### src/hw/rtl/rain_tip_window_tracker_defines.svh
// Assertion macros for the rain tip window tracker.
`ifndef RAIN_TIP_WINDOW_TRACKER_DEFINES_SVH
`define RAIN_TIP_WINDOW_TRACKER_DEFINES_SVH
`ifndef SYNTH
`define RTW_ASSERT(lbl, prop) \
    lbl: assert property (@(posedge clk) disable iff (!rst_n) prop) \
        else $error("rtw assertion failed");
`define RTW_ASSERT_NEXT(lbl, pre, post) \
    lbl: assert property (@(posedge clk) disable iff (!rst_n) (pre) |=> (post)) \
        else $error("rtw assertion failed");
`else
`define RTW_ASSERT(lbl, prop)
`define RTW_ASSERT_NEXT(lbl, pre, post)
`endif
`endif

### src/hw/rtl/rtw_pkg.sv
`timescale 1ns / 1ps
package rtw_pkg;

    localparam int HISTORY_DEPTH = 16;
    localparam int TS_W          = 64;
    localparam int DSR_W         = 41;

    typedef struct packed {
        logic            vld;
        logic [TS_W-1:0] ts;
    } cell_t;

    typedef struct packed {
        logic clr;
        logic push;
        logic rot;
    } cell_ctrl_t;

    typedef struct packed {
        logic             start;
        logic [TS_W-1:0]  dividend;
        logic [DSR_W-1:0] divisor;
    } div_req_t;

    typedef struct packed {
        logic             done;
        logic [TS_W-1:0]  quotient;
        logic [DSR_W-1:0] remainder;
    } div_rsp_t;

endpackage

### src/hw/rtl/rtw_div.sv
`timescale 1ns / 1ps
module rtw_div
(
    input  logic              clk,
    input  logic              rst_n,
    input  rtw_pkg::div_req_t req,
    output rtw_pkg::div_rsp_t rsp
);

    logic                      busy_reg;
    logic                      done_reg;
    logic [5:0]                cnt_reg;
    logic [rtw_pkg::TS_W-1:0]  dvd_reg;
    logic [rtw_pkg::DSR_W-1:0] dsr_reg;
    logic [rtw_pkg::DSR_W-1:0] rem_reg;
    logic [rtw_pkg::DSR_W:0]   shifted;
    logic                      fits;

    assign shifted = {rem_reg, dvd_reg[rtw_pkg::TS_W-1]};
    assign fits    = shifted >= {1'b0, dsr_reg};

    always_ff @(posedge clk or negedge rst_n)
    begin
        if (!rst_n)
        begin
            busy_reg <= 1'b0;
            done_reg <= 1'b0;
            cnt_reg  <= '0;
        end
        else
        begin
            done_reg <= 1'b0;
            if (req.start)
            begin
                busy_reg <= 1'b1;
                cnt_reg  <= 6'd63;
            end
            else if (busy_reg)
            begin
                cnt_reg <= cnt_reg - 6'd1;
                if (cnt_reg == 6'd0)
                begin
                    busy_reg <= 1'b0;
                    done_reg <= 1'b1;
                end
            end
        end
    end

    // One quotient bit a cycle while busy, shifted in behind the dividend
    always_ff @(posedge clk)
    begin
        if (req.start)
        begin
            dvd_reg <= req.dividend;
            dsr_reg <= req.divisor;
            rem_reg <= '0;
        end
        else if (busy_reg)
        begin
            dvd_reg <= {dvd_reg[rtw_pkg::TS_W-2:0], fits};
            if (fits)
            begin
                rem_reg <= rtw_pkg::DSR_W'(shifted - {1'b0, dsr_reg});
            end
            else
            begin
                rem_reg <= shifted[rtw_pkg::DSR_W-1:0];
            end
        end
    end

    assign rsp.done      = done_reg;
    assign rsp.quotient  = dvd_reg;
    assign rsp.remainder = rem_reg;

endmodule

### config.mk
export PLATFORM = sky130hd
export DESIGN_NAME = rtw_div
export DESIGN_NICKNAME = d
export VERILOG_FILES = /design/src/hw/rtl/rain_tip_window_tracker_defines.svh /design/src/hw/rtl/rtw_pkg.sv /design/src/hw/rtl/rtw_div.sv
export SDC_FILE = /design/constraint.sdc
export NUM_CORES = 1
export LEC_CHECK = 0
export BUFFER_PORTS_ARGS = -buffer_cell sky130_fd_sc_hd__buf_4
export CAP_MARGIN = 30
export CELL_PAD_IN_SITES_DETAIL_PLACEMENT = 1
export CELL_PAD_IN_SITES_GLOBAL_PLACEMENT = 2
export CORE_MARGIN = 3
export CORE_UTILIZATION = 35
export DETAILED_ROUTE_END_ITERATION = 6
export PLACE_DENSITY_LB_ADDON = 0.15
export SETUP_SLACK_MARGIN = 0.3
export SLEW_MARGIN = 15
export SYNTH_ARGS = -nofsm -noshare
export SYNTH_HDL_FRONTEND = slang
export SYNTH_SLANG_ARGS = --single-unit
### constraint.sdc
create_clock -name clk -period 9.63 [get_ports clk]
set_input_delay 0.963 -clock clk [delete_from_list [all_inputs] [get_ports clk]]
set_output_delay 0.963 -clock clk [all_outputs]
set_load 0.03 [all_outputs]
Word-level counts from Yosys, hierarchy flattened

Cells that the tools add are included.

Register bits: 154
Bits in latches: 0
RAM bits: 0
ROM bits: 0
Input bits: 108
Output and inout port bits: 106
Logic and storage cells: 22
Memories kept: 0

$add $sub $neg: 2
$mul: 0
Div/mod/pow operators: 0
Magnitude comparators: 1
Eq/ne operators: 0
Shifts and indexed selects: 0
Multiplexer cells: 11
Bitwise gates (word level): 0
Reductions and logical operators: 2

Operators by type and width:

| kind                                                               | count |
|---|---|
| 64-bit two-way mux                                                 | 2 |
| 42-bit by 41-bit >= comparator with 1-bit output                   | 1 |
| 41-bit two-way mux                                                 | 1 |
| 41-bit subtractor                                                  | 1 |
| 6-bit two-way mux                                                  | 2 |
| 6-bit zero test                                                    | 1 |
| 1-bit two-way mux                                                  | 6 |
| 6-bit by 1-bit subtractor with 6-bit output, second input constant | 1 |
| 2-bit nonzero test                                                 | 1 |

Longest topological paths before layout

Depth after elaboration: 4
Gate-level depth with buffers: 15
Gate-level depth less buffers: 13

Worst setup path before layout

Ideal clock, no wire load.

Path type: flip-flop to flip-flop
Start point: register dvd_reg[63] in the netlist's numbering
End point: register dvd_reg[0] in the netlist's numbering (data pin)
Library setup time: 0.260 ns
Arrival time: 3.147 ns
Data required time: 9.370 ns
Slack: 6.223 ns
Cell stages (with the launch flop): 15
Path buffers: 2
Clock period less this slack: 3.407 ns
Cells stage by stage: edfxtp_1 inv_1 ha_1 inv_1 fa_1 a21o_2 a311oi_2 o21bai_2 o21a_4 o21ai_4 a2111oi_4 or2_1 buf_6 buf_6 mux2_2

Cells in the longest elaborated chain, start to end: 3

RTL lines:

| what                                             | line          | source |
|---|---|---|
| start: declaration                               | rtw_div.sv:13 | `logic [rtw_pkg::TS_W-1:0] dvd_reg;` |
| start signal: assignment                         | rtw_div.sv:55 | `dvd_reg <= req.dividend;` |
| start signal: assignment                         | rtw_div.sv:61 | `dvd_reg <= {dvd_reg[rtw_pkg::TS_W-2:0], fits};` |
| 42-bit by 41-bit >= comparator with 1-bit output | rtw_div.sv:20 | `assign fits = shifted >= {1'b0, dsr_reg};` |
| 64-bit two-way mux                               | rtw_div.sv:59 | `else if (busy_reg)` |
| 64-bit two-way mux                               | rtw_div.sv:53 | `if (req.start)` |

No other way between the ends. The select of a mux whose other input is x is not followed.
A chain may end at the register's enable or synchronous reset.

Final worst setup path

Start point: register dvd_reg[63] in the netlist's numbering
End point: register rem_reg[21] in the netlist's numbering

Cells in the longest elaborated chain, start to end: 2
Elaborated cells between the ends (all ways): 3
Classes of those cells: add/sub (1); order compare (1); mux (1)

RTL lines:

| what                                                                                         | line                         | source |
|---|---|---|
| 41-bit subtractor / 42-bit by 41-bit >= comparator with 1-bit output (equally long branches) | rtw_div.sv:64, rtw_div.sv:20 |  |
| 41-bit two-way mux (*)                                                                       | rtw_div.sv:62                | `if (fits)` |
| end signal: assignment                                                                       | rtw_div.sv:64                | `rem_reg <= rtw_pkg::DSR_W'(shifted - {1'b0, dsr_reg});` |
| end signal: assignment                                                                       | rtw_div.sv:68                | `rem_reg <= shifted[rtw_pkg::DSR_W-1:0];` |
| end: declaration                                                                             | rtw_div.sv:15                | `logic [rtw_pkg::DSR_W-1:0] rem_reg;` |

Every way passes the cells marked *; elsewhere a longest branch is shown, timed or not.

==> results.py <==
metrics = {
    "status": {
        "outcome": "complete, no violations",
    },
    "synth": {
        "syn_nets": 967,
        "synth.most_common_cell": "edfxtp_1",
        "seq_area_frac_synth_pct": 47.09,
        "yosysWarnings": 0,
        "syn_inst": 815,
        "ys.flop_type": "edfxtp_1",
        "synth_commonest_cells": "edfxtp_1 (105), nand2_1 (79), mux2_2 (64)",
        "yosysTopAreaCell": "edfxtp_1",
        "synth_edf_count": 105,
        "synthDistinctLibCells": 73,
        "ys_async_sr_fraction_pct": 5.195,
        "syn_area_mm2": 0.008865,
        "ys_ff_latch": 154,
        "syn_area_per_cell_um2": 10.88,
        "synth_area_leaders": "edfxtp_1 (36%), dfxtp_1 (9.3%), mux2_2 (8.1%), ha_1 (6.1%), a311oi_2 (4.9%)",
        "yosysTopAreaCellShare_pct": 35.57,
    },
    "timing": {
        "slew_violations": 0,
        "whs_ps": 331.1,
        "rsz0062_at_grt": "no",
        "min_period_over_period_pct": 38.39,
        "final.setup.tns_ps": 0,
        "setup_viol": 0,
        "clock.fmax_mhz": 270.5,
        "finClkSkew_ps": 13.87,
        "slew_headroom_pct": 35.32,
        "worst_pin_slew_ps": 945.7,
        "post-route-min-period_ps": 3697,
        "hold_viol_final": 0,
    },
    "global_route": {
        "antenna_found_initial": 0,
        "grt_max_degree": 84,
        "overflow": 0,
        "grt_pass1_vias": 7423,
        "grt_first_pass_wirelength_um": 40830,
        "grt_use_total_pct": 19.12,
    },
    "cts": {
        "cts_sinks": 154,
        "cts_buffers": 17,
        "cts.repair.resized": 0,
        "postCtsSetupBuffers": 0,
        "cts_tree": "built",
        "clock_latency_ps": 440,
        "htree_levels": 4,
        "root_buffer": "clkbuf_16",
        "clk_pin_slew_ps": 80,
        "hold_buffers": 0,
        "cts_buffer_depth": 2,
    },
    "job": {
        "cap_viol_max_count": 0,
    },
    "critical_path": {
        "crit_fanout": 17,
        "crit_arrival_ps": 4030,
        "worst_ep_required_time_ps": 9970,
        "timing.critical_path.to": "rem_reg[21]$_SDFFE_PP0P_",
        "reg2regPathDepth": 14,
        "timing.rr.end": "rem_reg[21]$_SDFFE_PP0P_",
        "critPathLaunch": "dvd_reg[63]$_DFFE_PP_",
        "r2r-start": "dvd_reg[63]$_DFFE_PP_",
        "crit_path_end_kind": "register",
        "start_kind": "register",
        "criticalPathCategory": "register to register",
        "rrSetupSlack_ps": 5930,
    },
    "route": {
        "firstDrtPassIters": 4,
        "vias": 6960,
        "drt_wl_total_um": 25420,
        "drc": 0,
        "postRouteAntennaNets": 0,
        "via_per_inst": 5.152,
        "drt_iter0_markers": 333,
        "wl_per_cell_um": 18.82,
    },
    "worst_hold_path": {
        "min_path_type": "input pin to asynchronous set/reset pin",
    },
    "cells_and_area": {
        "fillers": 2757,
        "largest_reg_flops": 64,
        "nets": 1166,
        "syn_to_final_growth_pct": 27.71,
        "diodes": 0,
        "layout-drive-gt1-share_pct": 37.39,
    },
    "die": {
        "die_h_um": 165.1,
        "initial_core_util_pct": 36.03,
        "core_area_mm2": 0.02460,
        "io_pins": 214,
        "die_area_mm2": 0.02727,
        "die_x_um": 165.1,
        "rows": 57,
    },
    "power": {
        "powerDensity_mw_per_mm2": 282.5,
        "peakVddDrop_uv": 136.8,
        "p_leak_nw": 4.820,
    },
    "placement": {
        "gp_congestion": 0.7942,
        "hpwl_um": 18890,
        "numPortBuffers": 213,
    },
}
==> cells in the final DEF, fill, tap and decap left out, types with 5 or more instances in the layout <==
cell / synthesis / final
dfrtp_1: 8 / 7
buf_4: 2 / 218
a21oi_1: 44 / 44
nand2_2: 19 / 19
o21ai_0: 24 / 24
nand3_1: 16 / 16
nand2_1: 79 / 79
inv_1: 55 / 54
nand2b_1: 15 / 15
a311oi_1: 6 / 6
edfxtp_1: 105 / 105
mux2_2: 64 / 64
o21a_1: 6 / 6
inv_6: 0 / 7
ha_1: 43 / 43
a21o_1: 17 / 17
dfxtp_1: 41 / 41
xnor2_1: 19 / 19
a211oi_1: 7 / 7
a31oi_1: 6 / 6
nand4_1: 8 / 8
clkbuf_16: 0 / 17
o21ai_1: 5 / 5
o21bai_1: 7 / 7
a311oi_2: 29 / 29
xor2_1: 12 / 12
o211ai_1: 13 / 13
nor3_1: 7 / 7
nor2_1: 55 / 55
==> cell families after synthesis <==
kind of cell | share of synthesized area [%]
simple gates | 12.53
compound gates | 17.98
mux | 8.130
flops | 47.09
xor+xnor | 3.063
fa+ha+maj | 6.295
buf+inv | 4.912
==> metal layers <==
layer / track usage (%) / routed length [um] / vias to the layer above
li1: - / - / 3397
met1: 23.78 / 11010 / 3359
met2: 31.12 / 11940 / 182
met3: 7.633 / 2141 / 22
met4: 4.651 / 326 / 0
met5: 0 / 0 / -
==> final cells by class <==
type	instances	area (um2)	share of cell area, %
Clock inverter	13	147.6	1.304
Clock buffer	19	442.9	3.912
Inverter	55	206.4	1.824
Tap cell	324	405.4	3.581
Timing Repair Buffer	221	1688	14.91
Multi-Input combinational cell	565	4255	37.59
Sequential cell	154	4175	36.88
==> stage by stage <==
step / util (%) / cell area, um2 / cells / power [W] / setup WS [ps]
2_1_floorplan: - / 8865 / 815 / 0.002083 / 6223
3_3_place_gp: 43.45 / 10690 / 1317 / 0.002515 / 5890
3_5_place_dp: 43.53 / 10710 / 1318 / 0.002530 / 5940
4_1_cts: 45.93 / 11300 / 1350 / 0.003243 / 5912
6_report: 46.01 / 11320 / 1351 / 0.003199 / 5933
5_1_grt: 46.01 / 11320 / 1351 / 0.003427 / 5654
==> report_power, final <==
| group | internal [W] | switching [W] | leakage [nW] |
|---|---|---|---|
| Clock | 0.000376 | 0.000317 | 0.291 |
| Sequential | 0.000836 | 0.000114 | 1.49 |
| Combinational | 0.000605 | 0.000950 | 3.04 |
| Total | 0.00182 | 0.00138 | 4.82 |
==> critical path, stage by stage, from the launching register on <==
cell and delay, ps:
edfxtp_1 410, inv_1 80, ha_1 150, inv_1 50
fa_1 400, a21o_2 250, a311oi_2 320, o21bai_2 140
o21a_4 230, o21ai_4 200, a2111oi_4 140, nor2_2 520
buf_4 340, nand2_1 90, a311oi_2 260
==> worst min-delay path by stage <==
stage / from / to / cells after the start
2_1_floorplan: cnt_reg[5]$_DFFE_PN0P_ / cnt_reg[5]$_DFFE_PN0P_ / 2
3_3_place_gp: cnt_reg[5]$_DFFE_PN0P_ / cnt_reg[5]$_DFFE_PN0P_ / 2
3_5_place_dp: rem_reg[22]$_SDFFE_PP0P_ / rem_reg[22]$_SDFFE_PP0P_ / 2
4_1_cts: rst_n / cnt_reg[3]$_DFFE_PN0P_ / 1
5_1_grt: rst_n / cnt_reg[3]$_DFFE_PN0P_ / 1
6_report: rst_n / cnt_reg[3]$_DFFE_PN0P_ / 1
No activity file was read; power rests on OpenSTA's default activity.
