File: config.mk
export PLATFORM = sky130hd
export DESIGN_NAME = rtw_cell
export DESIGN_NICKNAME = d
export VERILOG_FILES = /design/src/hw/rtl/rain_tip_window_tracker_defines.svh /design/src/hw/rtl/rtw_pkg.sv /design/src/hw/rtl/rtw_cell.sv
export SDC_FILE = /design/constraint.sdc
export NUM_CORES = 1
export LEC_CHECK = 0
export ABC_AREA = 1
export BUFFER_PORTS_ARGS = -buffer_cell sky130_fd_sc_hd__buf_2
export CORE_AREA = 2 2 86 88
export CTS_CLUSTER_DIAMETER = 60
export DETAILED_ROUTE_END_ITERATION = 7
export DIE_AREA = 0 0 88 90
export GPL_TIMING_DRIVEN = 0
export PLACE_DENSITY = 0.89
export SLEW_MARGIN = 20
export SYNTH_ARGS = -nofsm -noshare
export SYNTH_HDL_FRONTEND = slang
export SYNTH_SLANG_ARGS = --single-unit
File: constraint.sdc
create_clock -name clk -period 0.93 [get_ports clk]
set_clock_uncertainty 0.2 [all_clocks]
set_input_delay 0.093 -clock clk [delete_from_list [all_inputs] [get_ports clk]]
set_output_delay 0.093 -clock clk [all_outputs]
set_load 0.01 [all_outputs]
File: src/hw/rtl/rain_tip_window_tracker_defines.svh
// Assertion macros for the rain tip window tracker.
`ifndef RAIN_TIP_WINDOW_TRACKER_DEFINES_SVH
`define RAIN_TIP_WINDOW_TRACKER_DEFINES_SVH
`ifndef SYNTH
`define RTW_ASSERT(lbl, prop) \
    lbl: assert property (@(posedge clk) disable iff (!rst_n) prop) \
        else $error("rtw assertion failed");
`define RTW_ASSERT_NEXT(lbl, pre, post) \
    lbl: assert property (@(posedge clk) disable iff (!rst_n) (pre) |=> (post)) \
        else $error("rtw assertion failed");
`else
`define RTW_ASSERT(lbl, prop)
`define RTW_ASSERT_NEXT(lbl, pre, post)
`endif
`endif

File: src/hw/rtl/rtw_pkg.sv
`timescale 1ns / 1ps
package rtw_pkg;

    localparam int HISTORY_DEPTH = 16;
    localparam int TS_W          = 64;
    localparam int DSR_W         = 41;

    typedef struct packed {
        logic            vld;
        logic [TS_W-1:0] ts;
    } cell_t;

    typedef struct packed {
        logic clr;
        logic push;
        logic rot;
    } cell_ctrl_t;

    typedef struct packed {
        logic             start;
        logic [TS_W-1:0]  dividend;
        logic [DSR_W-1:0] divisor;
    } div_req_t;

    typedef struct packed {
        logic             done;
        logic [TS_W-1:0]  quotient;
        logic [DSR_W-1:0] remainder;
    } div_rsp_t;

endpackage

File: src/hw/rtl/rtw_cell.sv
`timescale 1ns / 1ps
module rtw_cell
(
    input  logic               clk,
    input  logic               rst_n,
    input  rtw_pkg::cell_ctrl_t ctrl,
    input  rtw_pkg::cell_t     prev_in,
    input  rtw_pkg::cell_t     next_in,
    output rtw_pkg::cell_t     q
);

    logic                     vld_reg;
    logic [rtw_pkg::TS_W-1:0] ts_reg;

    always_ff @(posedge clk or negedge rst_n)
    begin
        if (!rst_n)
        begin
            vld_reg <= 1'b0;
        end
        else if (ctrl.clr)
        begin
            vld_reg <= 1'b0;
        end
        else if (ctrl.push)
        begin
            vld_reg <= prev_in.vld;
        end
        else if (ctrl.rot)
        begin
            vld_reg <= next_in.vld;
        end
    end

    always_ff @(posedge clk)
    begin
        if (ctrl.push)
        begin
            ts_reg <= prev_in.ts;
        end
        else if (ctrl.rot)
        begin
            ts_reg <= next_in.ts;
        end
    end

    assign q.vld = vld_reg;
    assign q.ts  = ts_reg;

endmodule

== Word-level counts from Yosys, hierarchy flattened ==
Index checks and enable logic that the tools add are counted.

* Flip-flop bits (word level): 65
* Input bits: 135
* Output and inout bits: 65
* Logic and storage cells: 9

* Mux-type cells: 5
* Reductions and logical operators: 2

{| class="wikitable"
|+ Operators with widths
! cell !! count
|-
| $mux W64 || 2
|-
| $mux W1 || 3
|-
| $reduce_bool A3 Y1 || 1
|-
| $reduce_bool A2 Y1 || 1
|}

== Logic depth before layout (Yosys ltp) ==
Gate-level depths: netlist of the first run.

* Depth in word-level cells: 3
* Gate-level depth with buffers: 6
* Gate-level depth less buffers: 5

== Least setup slack after synthesis of the first run ==
OpenSTA, ideal clock, no wires.

* Path kind: input to register
* Start point: in ctrl[1] in the netlist's numbering
* End point: reg ts_reg[0] in the netlist's numbering (enable)
* Library setup time: 0.425 ns
* Arrival: 1.638 ns
* Required time: 0.305 ns
* Slack: -1.332 ns
* Cell stages on the path: 3
* Path buffers: 1
* Cell sequence: inv_2 -> buf_6 -> nand2_1

* Word-level cells in the longest chain between the ends: 1

{| class="wikitable"
|+ RTL lines
! item !! line !! text
|-
| start, declared || rtw_cell.sv:6 || <nowiki>input rtw_pkg::cell_ctrl_t ctrl,</nowiki>
|-
| $reduce_bool A2 Y1 (no source line) || n/a ||
|-
| end signal, assigned || rtw_cell.sv:39 || <nowiki>ts_reg <= prev_in.ts;</nowiki>
|-
| end signal, assigned || rtw_cell.sv:43 || <nowiki>ts_reg <= next_in.ts;</nowiki>
|-
| end, declared || rtw_cell.sv:13 || <nowiki>logic [rtw_pkg::TS_W-1:0] ts_reg;</nowiki>
|}

No other way between the ends.
A chain may end at the register's enable or synchronous reset.

== Worst setup path in the final report of the first run ==
* Start point: reg vld_reg
* End point: out q[64] in the netlist's numbering

{| class="wikitable"
|+ RTL lines
! item !! line !! text
|-
| start, declared || rtw_cell.sv:12 || <nowiki>logic vld_reg;</nowiki>
|-
| start signal, assigned || rtw_cell.sv:27 || <nowiki>vld_reg <= prev_in.vld;</nowiki>
|-
| start signal, assigned || rtw_cell.sv:31 || <nowiki>vld_reg <= next_in.vld;</nowiki>
|-
| end, declared || rtw_cell.sv:9 || <nowiki>output rtw_pkg::cell_t q</nowiki>
|}

No word-level cell between the ends.

==> results of run 1 <==
==> worst min-delay path: cells and delay by family <==
kind          cells  cell delay [ps]
buf+inv           1               80
simple gates      2               80
==> metal layers <==
metal	GRT usage [%]	up-vias	share of wire (%)	wire, um
met2	40.3	149	53	4490
met1	19.8	1222	36	3090
li1	-	1368	-	-
met5	0	-	0	0
met3	6.89	34	7.0	598
met4	11.0	0	3.8	326
==> cells in the mapped netlist, drive strengths merged <==
cell    instances  share of area [%]
edfxtp         64                 68
nand4           1               0.22
buf            13                3.3
dfrtp           1               0.89
inv             3               0.40
nand3           1               0.18
clkbuf          2               0.27
nand2         197                 26
==> timing repair <==
action,4_1_cts,5_1_grt
endpoints found under the hold margin,66,58
resized for setup,3,19
setup endpoints to repair,130,106
buffers inserted,1,0
cloned,1,0
pin swaps,2,2
hold buffers,27,1
==> final timing paths <==
check	startpoint	endpoint	slack, ps	cells after the start
worst max-delay path	vld_reg$_DFFE_PN0P_	q[64]	-320	2
worst min-delay path	next_in[29]	ts_reg[29]$_DFFE_PP_	-170	3
worst max register to register	vld_reg$_DFFE_PN0P_	vld_reg$_DFFE_PN0P_	-40	3
worst min register to register	vld_reg$_DFFE_PN0P_	vld_reg$_DFFE_PN0P_	470	3
max in group asynchronous	rst_n	vld_reg$_DFFE_PN0P_	40	3
min in group asynchronous	rst_n	vld_reg$_DFFE_PN0P_	390	3
==> metrics by stage <==
stage	hold WS (ps)	instance area [um2]
final	-173	4480
after global routing	-189	4480
after CTS	-194	4470
after detailed placement	-329	3980
after global placement	-330	3980
after floorplan	-403	2860
==> cells in the final DEF (no fill, tap or decap), drive strengths merged <==
cell	instances
dlygate4sd3	15
buf	204
nand3	1
nand4	1
bufinv	1
dfrtp	1
clkinvlp	3
edfxtp	64
nand2	198
dlymetal6s4s	13
clkinv	3
inv	2
clkbuf	13
==> cells by family after synthesis <==
group / Yosys count / share of synthesized area (%)
buf+inv: 18 / 3.92
flops: 65 / 69.3
simple gates: 199 / 26.7
==> final cells by class <==
| class | instances | share of cell area, % |
|---|---|---|
| Tap cell | 99 | 2.76 |
| Clock buffer | 10 | 2.85 |
| Timing Repair Buffer | 220 | 28.7 |
| Inverter | 3 | 0.614 |
| Clock inverter | 6 | 1.31 |
| Buffer | 15 | 2.73 |
| Multi-Input combinational cell | 200 | 17.7 |
| Sequential cell | 65 | 43.4 |
==> power by group through the flow <==
stage | combinational, uW | clock (uW) | sequential (uW)
floorplan | 349 | 0 | 3910
global placement | 1180 | 0 | 3710
detailed placement | 1210 | 0 | 3730
CTS | 1330 | 2350 | 3670
global route | 1470 | 2500 | 3690
finish | 1340 | 2300 | 3660
==> results.sh, run 1 <==
export IMPL_status="finished, violations left"
export IMPL_violations="hold timing, setup timing"
export IMPL_switching_share_pct=25.5
export IMPL_post_place_ws_ps=-527
export IMPL_path_class="reg2out"
export IMPL_slew_violations=0
export IMPL_period_minus_slack_ps=1250
export IMPL_wl_per_cell_um=13.8
export IMPL_clock_sinks=65
export IMPL_dp_cells=580
export IMPL_drt_wl_total_um=8510
export IMPL_grt_pass1_wl_um=12900
export IMPL_layout_cells_non_filler=618
export IMPL_globalplace_congestion=0.789
export IMPL_drcViolationCount=0
export IMPL_syn_to_final_growth_pct=59.7
export IMPL_total_power_uw=7300
export IMPL_die_h_um=90
export IMPL_crit_top_cell="buf_6"
export IMPL_clock_path_buffers=2
export IMPL_max_slew_margin_rel_pct=71.1
export IMPL_grt_max_degree=34
export IMPL_grt_pass1_vias=3000
export IMPL_critPathMaxFanout=2
export IMPL_grt_ovfl_total=0
export IMPL_std_cell_rows=31
export IMPL_dr_pass1_iters=5
export IMPL_drv_cap=0
export IMPL_tns_ps=-13330
export IMPL_powerDensity_nw_per_um2=1630
export IMPL_synth_area_per_cell_um2=9.96
export IMPL_cp_slowest_stage_delay_ps=400
export IMPL_synthesis_instances=282
export IMPL_path_buf_inv=2
export IMPL_p_sw_uw=1860
export IMPL_track_usage_pct=21.5
export IMPL_layout_setup_ws_ps=-323
export IMPL_core_um2=7020
export IMPL_required_ps=640
export IMPL_die_w_um=88
export IMPL_leakage_uw=0.00244
export IMPL_io_buffers=199
export IMPL_combPwrFrac_pct=18.3
export IMPL_worst_setup_path_start_kind="flip-flop"
export IMPL_seq_power_share_pct=50.2
export IMPL_yosys_warnings=0
export IMPL_crit_slowest_cell="dfrtp_1"
export IMPL_finalHoldViolations=58
export IMPL_setup_viol=69
export IMPL_peakVddDrop_mv=1.33
export IMPL_synth_cell_type_count=11
export IMPL_cp_top_family="flip-flops"
export IMPL_worst_pin_slew_ps=434
export IMPL_dr_total_vias=2773
export IMPL_cts_tree="yes"
export IMPL_internal_power_uw=5440
export IMPL_seq_area_frac_synth_pct=69.3
export IMPL_vias_per_cell=4.49
export IMPL_ys_ff_latch=65
export IMPL_max_freq_ghz=0.798
export IMPL_largest_reg_flops=64
export IMPL_drtAntennaViolNets=0
export IMPL_dp_hpwl_um=5590
export IMPL_htreeDepth=3
export IMPL_worstPathArrival_ps=960
export IMPL_nFillCells=557
export IMPL_multi_input_area_um2=792
export IMPL_nNetsFinal=649
export IMPL_clkTransAtPathRegs_ps=80
export IMPL_insertion_delay_ps=330
export IMPL_die_area_um2=7920
export IMPL_regArea_um2=1950
export IMPL_drive_above_1_share_pct=43.5
export IMPL_rsz0062_at_grt="true"
export IMPL_power_frac_clock_pct=31.5
export IMPL_antenna_found_initial=0
export IMPL_hold_path_class="in2reg"
export IMPL_hold_slack_ps=-173
export IMPL_synthesis_nets=417
export IMPL_syn_cell_area_um2=2810
export IMPL_io_pins=200
export IMPL_drt_iter0_drc=81
export IMPL_clock_root_buffer="clkbuf_8"
export IMPL_post_route_util_pct=63.9
export IMPL_fin_crit_sh_pct=135
export IMPL_worstSetupEndpointType="output port"
export IMPL_cp_cell_sequence="buf_6 -> buf_6"
export IMPL_initial_core_util_pct=40.0
export IMPL_cts_buffers=9
export IMPL_diodes=0
(Power assumes the default switching activity.)
==> run 2, diff against run 1 <==
Settings changed: REMOVE_ABC_BUFFERS set to 1.
==> run 2 against run 1 <==
The flow still finishes with violations (hold timing, setup timing); final cell count fell by 2.6%; worst setup slack improved by 89 ps; sequential share of layout area fell by 0.42 points; count of clock-buffer cells in the layout did not move; die area did not move; design area rose by 0.98%; global-route usage rose by 2.1 points; combinational power rose by 4%; first-iteration DRC count rose by 3.7%; highest routed layer unchanged.
==> results.sh, run 2 (synthesized netlist as in run 1, its figures left out) <==
export IMPL_status="finished, violations left"
export IMPL_violations="hold timing, setup timing"
export IMPL_grt_max_degree=35
export IMPL_internal_power_uw=5210
export IMPL_worstSetupEndpointType="output port"
export IMPL_dr_pass1_iters=4
export IMPL_path_buf_inv=1
export IMPL_critPathMaxFanout=1
export IMPL_required_ps=640
export IMPL_total_power_uw=7050
export IMPL_clock_sinks=65
export IMPL_finalInstanceArea_um2=4530
export IMPL_hold_path_class="in2reg"
export IMPL_tns_ps=-13110
export IMPL_slew_violations=0
export IMPL_die_h_um=90
export IMPL_cp_slowest_stage_delay_ps=390
export IMPL_clock_path_buffers=2
export IMPL_clkTransAtPathRegs_ps=70
export IMPL_drcViolationCount=0
export IMPL_max_freq_ghz=0.859
export IMPL_io_buffers=199
export IMPL_drive_above_1_share_pct=41.7
export IMPL_worst_setup_path_start_kind="flip-flop"
export IMPL_dp_hpwl_um=5200
export IMPL_cts_buffers=9
export IMPL_cts_tree="yes"
export IMPL_htreeDepth=3
export IMPL_path_class="reg2out"
export IMPL_seq_power_share_pct=52.0
export IMPL_min_path_cells=3
export IMPL_hold_slack_ps=-170
export IMPL_antenna_found_initial=0
export IMPL_core_um2=7020
export IMPL_finalHoldViolations=52
export IMPL_reg2reg_depth=2
export IMPL_clock_root_buffer="clkbuf_8"
export IMPL_largest_reg_flops=64
export IMPL_wl_met3_um=569
export IMPL_final_common_cell="nand2_1"
export IMPL_fin_crit_sh_pct=125
export IMPL_nNetsFinal=633
export IMPL_max_slew_margin_rel_pct=80.6
export IMPL_rsz0062_at_grt="true"
export IMPL_cp_top_family="flip-flops"
export IMPL_cp_cell_sequence="buf_2"
export IMPL_vias_per_cell=4.53
export IMPL_grt_pass1_wl_um=13800
export IMPL_crit_slowest_cell="edfxtp_1"
export IMPL_worstPathArrival_ps=870
export IMPL_leakage_uw=0.00240
export IMPL_peakVddDrop_mv=0.892
export IMPL_std_cell_rows=31
export IMPL_period_minus_slack_ps=1160
export IMPL_combPwrFrac_pct=19.8
export IMPL_grt_ovfl_total=0
export IMPL_wl_met2_um=4970
export IMPL_drt_iter0_drc=84
export IMPL_insertion_delay_ps=330
export IMPL_p_sw_uw=1840
export IMPL_post_route_util_pct=64.5
export IMPL_globalplace_congestion=0.773
export IMPL_routed_top_layer="met4"
export IMPL_wl_per_cell_um=14.8
export IMPL_grt_pass1_vias=3031
export IMPL_track_usage_pct=23.6
export IMPL_final_cell_mix="nand2_1, buf_2, edfxtp_1, dlygate4sd3_1"
export IMPL_diodes=0
export IMPL_layout_setup_ws_ps=-234
export IMPL_powerDensity_nw_per_um2=1560
export IMPL_wirelength_met1_um=3220
export IMPL_syn_to_final_growth_pct=61.3
export IMPL_drtAntennaViolNets=0
export IMPL_setup_viol=66
export IMPL_die_w_um=88
export IMPL_die_area_um2=7920
export IMPL_switching_share_pct=26.1
export IMPL_drt_wl_total_um=8910
export IMPL_path_depth=1
export IMPL_dpl_instance_area_um2=3860
export IMPL_initial_core_util_pct=40.0
export IMPL_drv_cap=0
export IMPL_dr_total_vias=2725
export IMPL_io_pins=200
export IMPL_worst_pin_slew_ps=291
export IMPL_power_frac_clock_pct=28.2
## run 2: cell types whose count changed in the layout (fill, tap and decap cells not counted), moves of 3 or more
cell | previous run | this run
dlymetal6s4s_1 | 13 | 9
dlygate4sd3_1 | 15 | 29
buf_2 | 193 | 172
nand2_2 | 2 | 8
nand2_1 | 194 | 188
bufbuf_16 | 0 | 3
buf_6 | 6 | 0
## run 2: area by class of cell
class | count | area [um2]
fillers | 567 | 2490
flip-flops and latches | 65 | 1950
repair buffers | 218 | 1450
multi-input cells | 200 | 803
clock buffers | 10 | 128
well taps | 99 | 124
clock inverters | 6 | 35.0
inverters | 3 | 31.3
repair inverters | 1 | 8.76
## run 2: power by group through the flow
stage          registers (uW)  clock network, uW  logic (uW)
6_report                 3670               1990        1390
5_1_grt                  3690               2210        1530
4_1_cts                  3660               2070        1420
3_5_place_dp             3730                  0        1160
3_3_place_gp             3720                  0        1110
2_1_floorplan            3920                  0         263
## run 2: timing repair
| item | in CTS | in global routing |
|---|---|---|
| resized for setup | 13 | 19 |
| setup buffers | 3 | 0 |
| pin swaps | 1 | 11 |
| hold buffers | 37 | 1 |
| cloned | 5 | 0 |
| endpoints found under the hold margin | 66 | 51 |
| endpoints found under the setup margin | 194 | 85 |
## run 2: stage by stage
step,std cells,setup WS [ps]
after floorplan,267,-1860
after global placement,565,-3420
after detailed placement,566,-2200
after CTS,627,-258
after global routing,602,-277
final,602,-234
## run 2: worst paths after layout
kind | from | to | slack, ps
max | ts_reg[53]$_DFFE_PP_ | q[53] | -230
min | next_in[52] | ts_reg[52]$_DFFE_PP_ | -170
max reg2reg | vld_reg$_DFFE_PN0P_ | vld_reg$_DFFE_PN0P_ | 90
min reg2reg | vld_reg$_DFFE_PN0P_ | vld_reg$_DFFE_PN0P_ | 350
max in group asynchronous | rst_n | vld_reg$_DFFE_PN0P_ | 20
min in group asynchronous | rst_n | vld_reg$_DFFE_PN0P_ | 400
## run 2: per-layer routing
metal,vias up,GRT usage (%)
li1,1338,-
met1,1239,23.5
met2,132,44.6
met3,16,6.70
met4,0,8.85
met5,-,0
==> run 3, diff against run 2 <==
Settings changed: CAP_MARGIN set to 20, SETUP_SLACK_MARGIN set to 0.05.
==> run 3 against run 2 <==
First-iteration DRC count grew 9.5%; final cell count fell by 1.0%; largest cell class unchanged; sequential share of layout area is 1.9 points higher; design area is 4.3% lower; routed wire length decreased by 4.9%; count of clock-buffer cells in the layout unchanged; the flow still finishes with violations (hold timing, setup timing); clock power is essentially flat; register-to-register slack is essentially flat; non-clock buffer count down 7.
==> results.sh, run 3 (synthesized netlist as in run 1, its figures left out) <==
export IMPL_io_buffers=199
export IMPL_path_class="reg2out"
export IMPL_power_frac_clock_pct=28.5
export IMPL_drcViolationCount=0
export IMPL_clock_path_buffers=2
export IMPL_fin_crit_sh_pct=125
export IMPL_die_w_um=88
export IMPL_max_slew_margin_rel_pct=81.7
export IMPL_insertion_delay_ps=330
export IMPL_hold_buffers=2
export IMPL_die_h_um=90
export IMPL_setup_viol=65
export IMPL_initial_core_util_pct=40.0
export IMPL_violations="hold timing, setup timing"
export IMPL_dr_pass1_iters=4
export IMPL_cp_slowest_stage_delay_ps=380
export IMPL_nNetsFinal=627
export IMPL_dp_hpwl_um=5200
export IMPL_cp_top_family="flip-flops"
export IMPL_dr_total_vias=2655
export IMPL_required_ps=640
export IMPL_htreeDepth=3
export IMPL_period_minus_slack_ps=1160
export IMPL_crit_slowest_cell="edfxtp_1"
export IMPL_worstPathArrival_ps=870
export IMPL_hold_path_class="in2reg"
export IMPL_drt_iter0_drc=92
export IMPL_track_usage_pct=22.4
export IMPL_diodes=0
export IMPL_internal_power_uw=5160
export IMPL_slew_violations=0
export IMPL_peakVddDrop_mv=0.882
export IMPL_io_pins=200
export IMPL_cp_cell_sequence="buf_2"
export IMPL_layout_setup_ws_ps=-230
export IMPL_grt_pass1_vias=2808
export IMPL_clkTransAtPathRegs_ps=80
export IMPL_worst_pin_slew_ps=274
export IMPL_cts_tree="yes"
export IMPL_std_cell_rows=31
export IMPL_vias_per_cell=4.45
export IMPL_switching_share_pct=26.2
export IMPL_drv_cap=0
export IMPL_rsz0062_at_grt="true"
export IMPL_p_sw_uw=1830
export IMPL_final_common_cell="buf_2"
export IMPL_die_area_um2=7920
export IMPL_drt_wl_total_um=8480
export IMPL_drive_above_1_share_pct=46.5
export IMPL_final_cell_mix="buf_2, nand2_1, edfxtp_1, clkbuf_8"
export IMPL_largest_reg_flops=64
export IMPL_grt_max_degree=36
export IMPL_core_um2=7020
export IMPL_powerDensity_nw_per_um2=1610
export IMPL_status="finished, violations left"
export IMPL_clock_sinks=65
export IMPL_path_buf_inv=1
export IMPL_cts_buffers=9
export IMPL_leakage_uw=0.00229
export IMPL_worstSetupEndpointType="output port"
export IMPL_grt_ovfl_total=0
export IMPL_seq_power_share_pct=52.4
export IMPL_max_freq_ghz=0.862
export IMPL_combPwrFrac_pct=19.1
export IMPL_hold_slack_ps=-179
export IMPL_grt_pass1_wl_um=13100
export IMPL_worst_setup_path_start_kind="flip-flop"
export IMPL_drtAntennaViolNets=0
export IMPL_clock_root_buffer="clkbuf_8"
export IMPL_syn_to_final_growth_pct=54.3
export IMPL_wl_per_cell_um=14.2
export IMPL_globalplace_congestion=0.773
export IMPL_nFillCells=580
export IMPL_tns_ps=-12950
export IMPL_r2r_setup_slack_ps=80
export IMPL_critPathMaxFanout=1
export IMPL_antenna_found_initial=0
export IMPL_finalHoldViolations=66
## run 3: changes by cell type in the layout (fill, tap and decap cells not counted), sizes merged
cell	previous run	this run
bufbuf	3	2
buf	177	208
dlymetal6s4s	9	0
nand2	198	199
dlygate4sd3	29	1
## run 3: path summary, 6_finish.rpt
check,startpoint,depth (start not counted),end
worst max-delay path,ts_reg[37]$_DFFE_PP_,1,q[37]
worst min-delay path,next_in[47],3,ts_reg[47]$_DFFE_PP_
worst max register to register,vld_reg$_DFFE_PN0P_,2,vld_reg$_DFFE_PN0P_
worst min register to register,vld_reg$_DFFE_PN0P_,2,vld_reg$_DFFE_PN0P_
max in group asynchronous,rst_n,2,vld_reg$_DFFE_PN0P_
min in group asynchronous,rst_n,2,vld_reg$_DFFE_PN0P_
## run 3: area by class of cell
type | count | area [um2] | share of cell area [%]
clock buffers | 10 | 128 | 2.95
clock inverters | 6 | 35.0 | 0.809
inverters | 3 | 31.3 | 0.722
multi-input cells | 201 | 807 | 18.6
flip-flops and latches | 65 | 1950 | 44.9
well taps | 99 | 124 | 2.86
repair buffers | 211 | 1250 | 28.9
repair inverters | 1 | 8.76 | 0.202
## run 3: repair_timing
action | 4_1_cts | 5_1_grt
gates cloned | 7 | 0
gates resized for setup | 17 | 4
setup endpoints to repair | 194 | 77
setup buffers | 6 | 0
pin swaps | 1 | 3
hold endpoints to repair | 73 | 72
## run 3: layer usage
layer  global-route usage, %  share of wire [%]  vias up
met3                    7.53                6.4        8
met4                    6.92               0.92        0
met5                       0                  0        -
met2                    41.4                 53      128
li1                        -                  -     1327
met1                    23.3                 39     1192
## run 3: power groups by stage
stage	sequential, uW	clock (uW)	combinational (uW)
5_1_grt	3690	2220	1470
4_1_cts	3660	2070	1350
6_report	3660	1990	1340
2_1_floorplan	3920	0	263
3_5_place_dp	3730	0	1160
3_3_place_gp	3720	0	1110
## run 3: per-stage QoR
stage	util (%)	power (uW)	cell area [um2]	worst slack [ps]	std cells
2_1_floorplan	-	4190	2710	-1860	267
3_3_place_gp	54.5	4830	3830	-3420	565
3_5_place_dp	54.9	4890	3860	-2200	566
4_1_cts	61.7	7090	4330	-258	597
5_1_grt	61.7	7390	4330	-285	596
6_report	61.7	6990	4330	-230	596
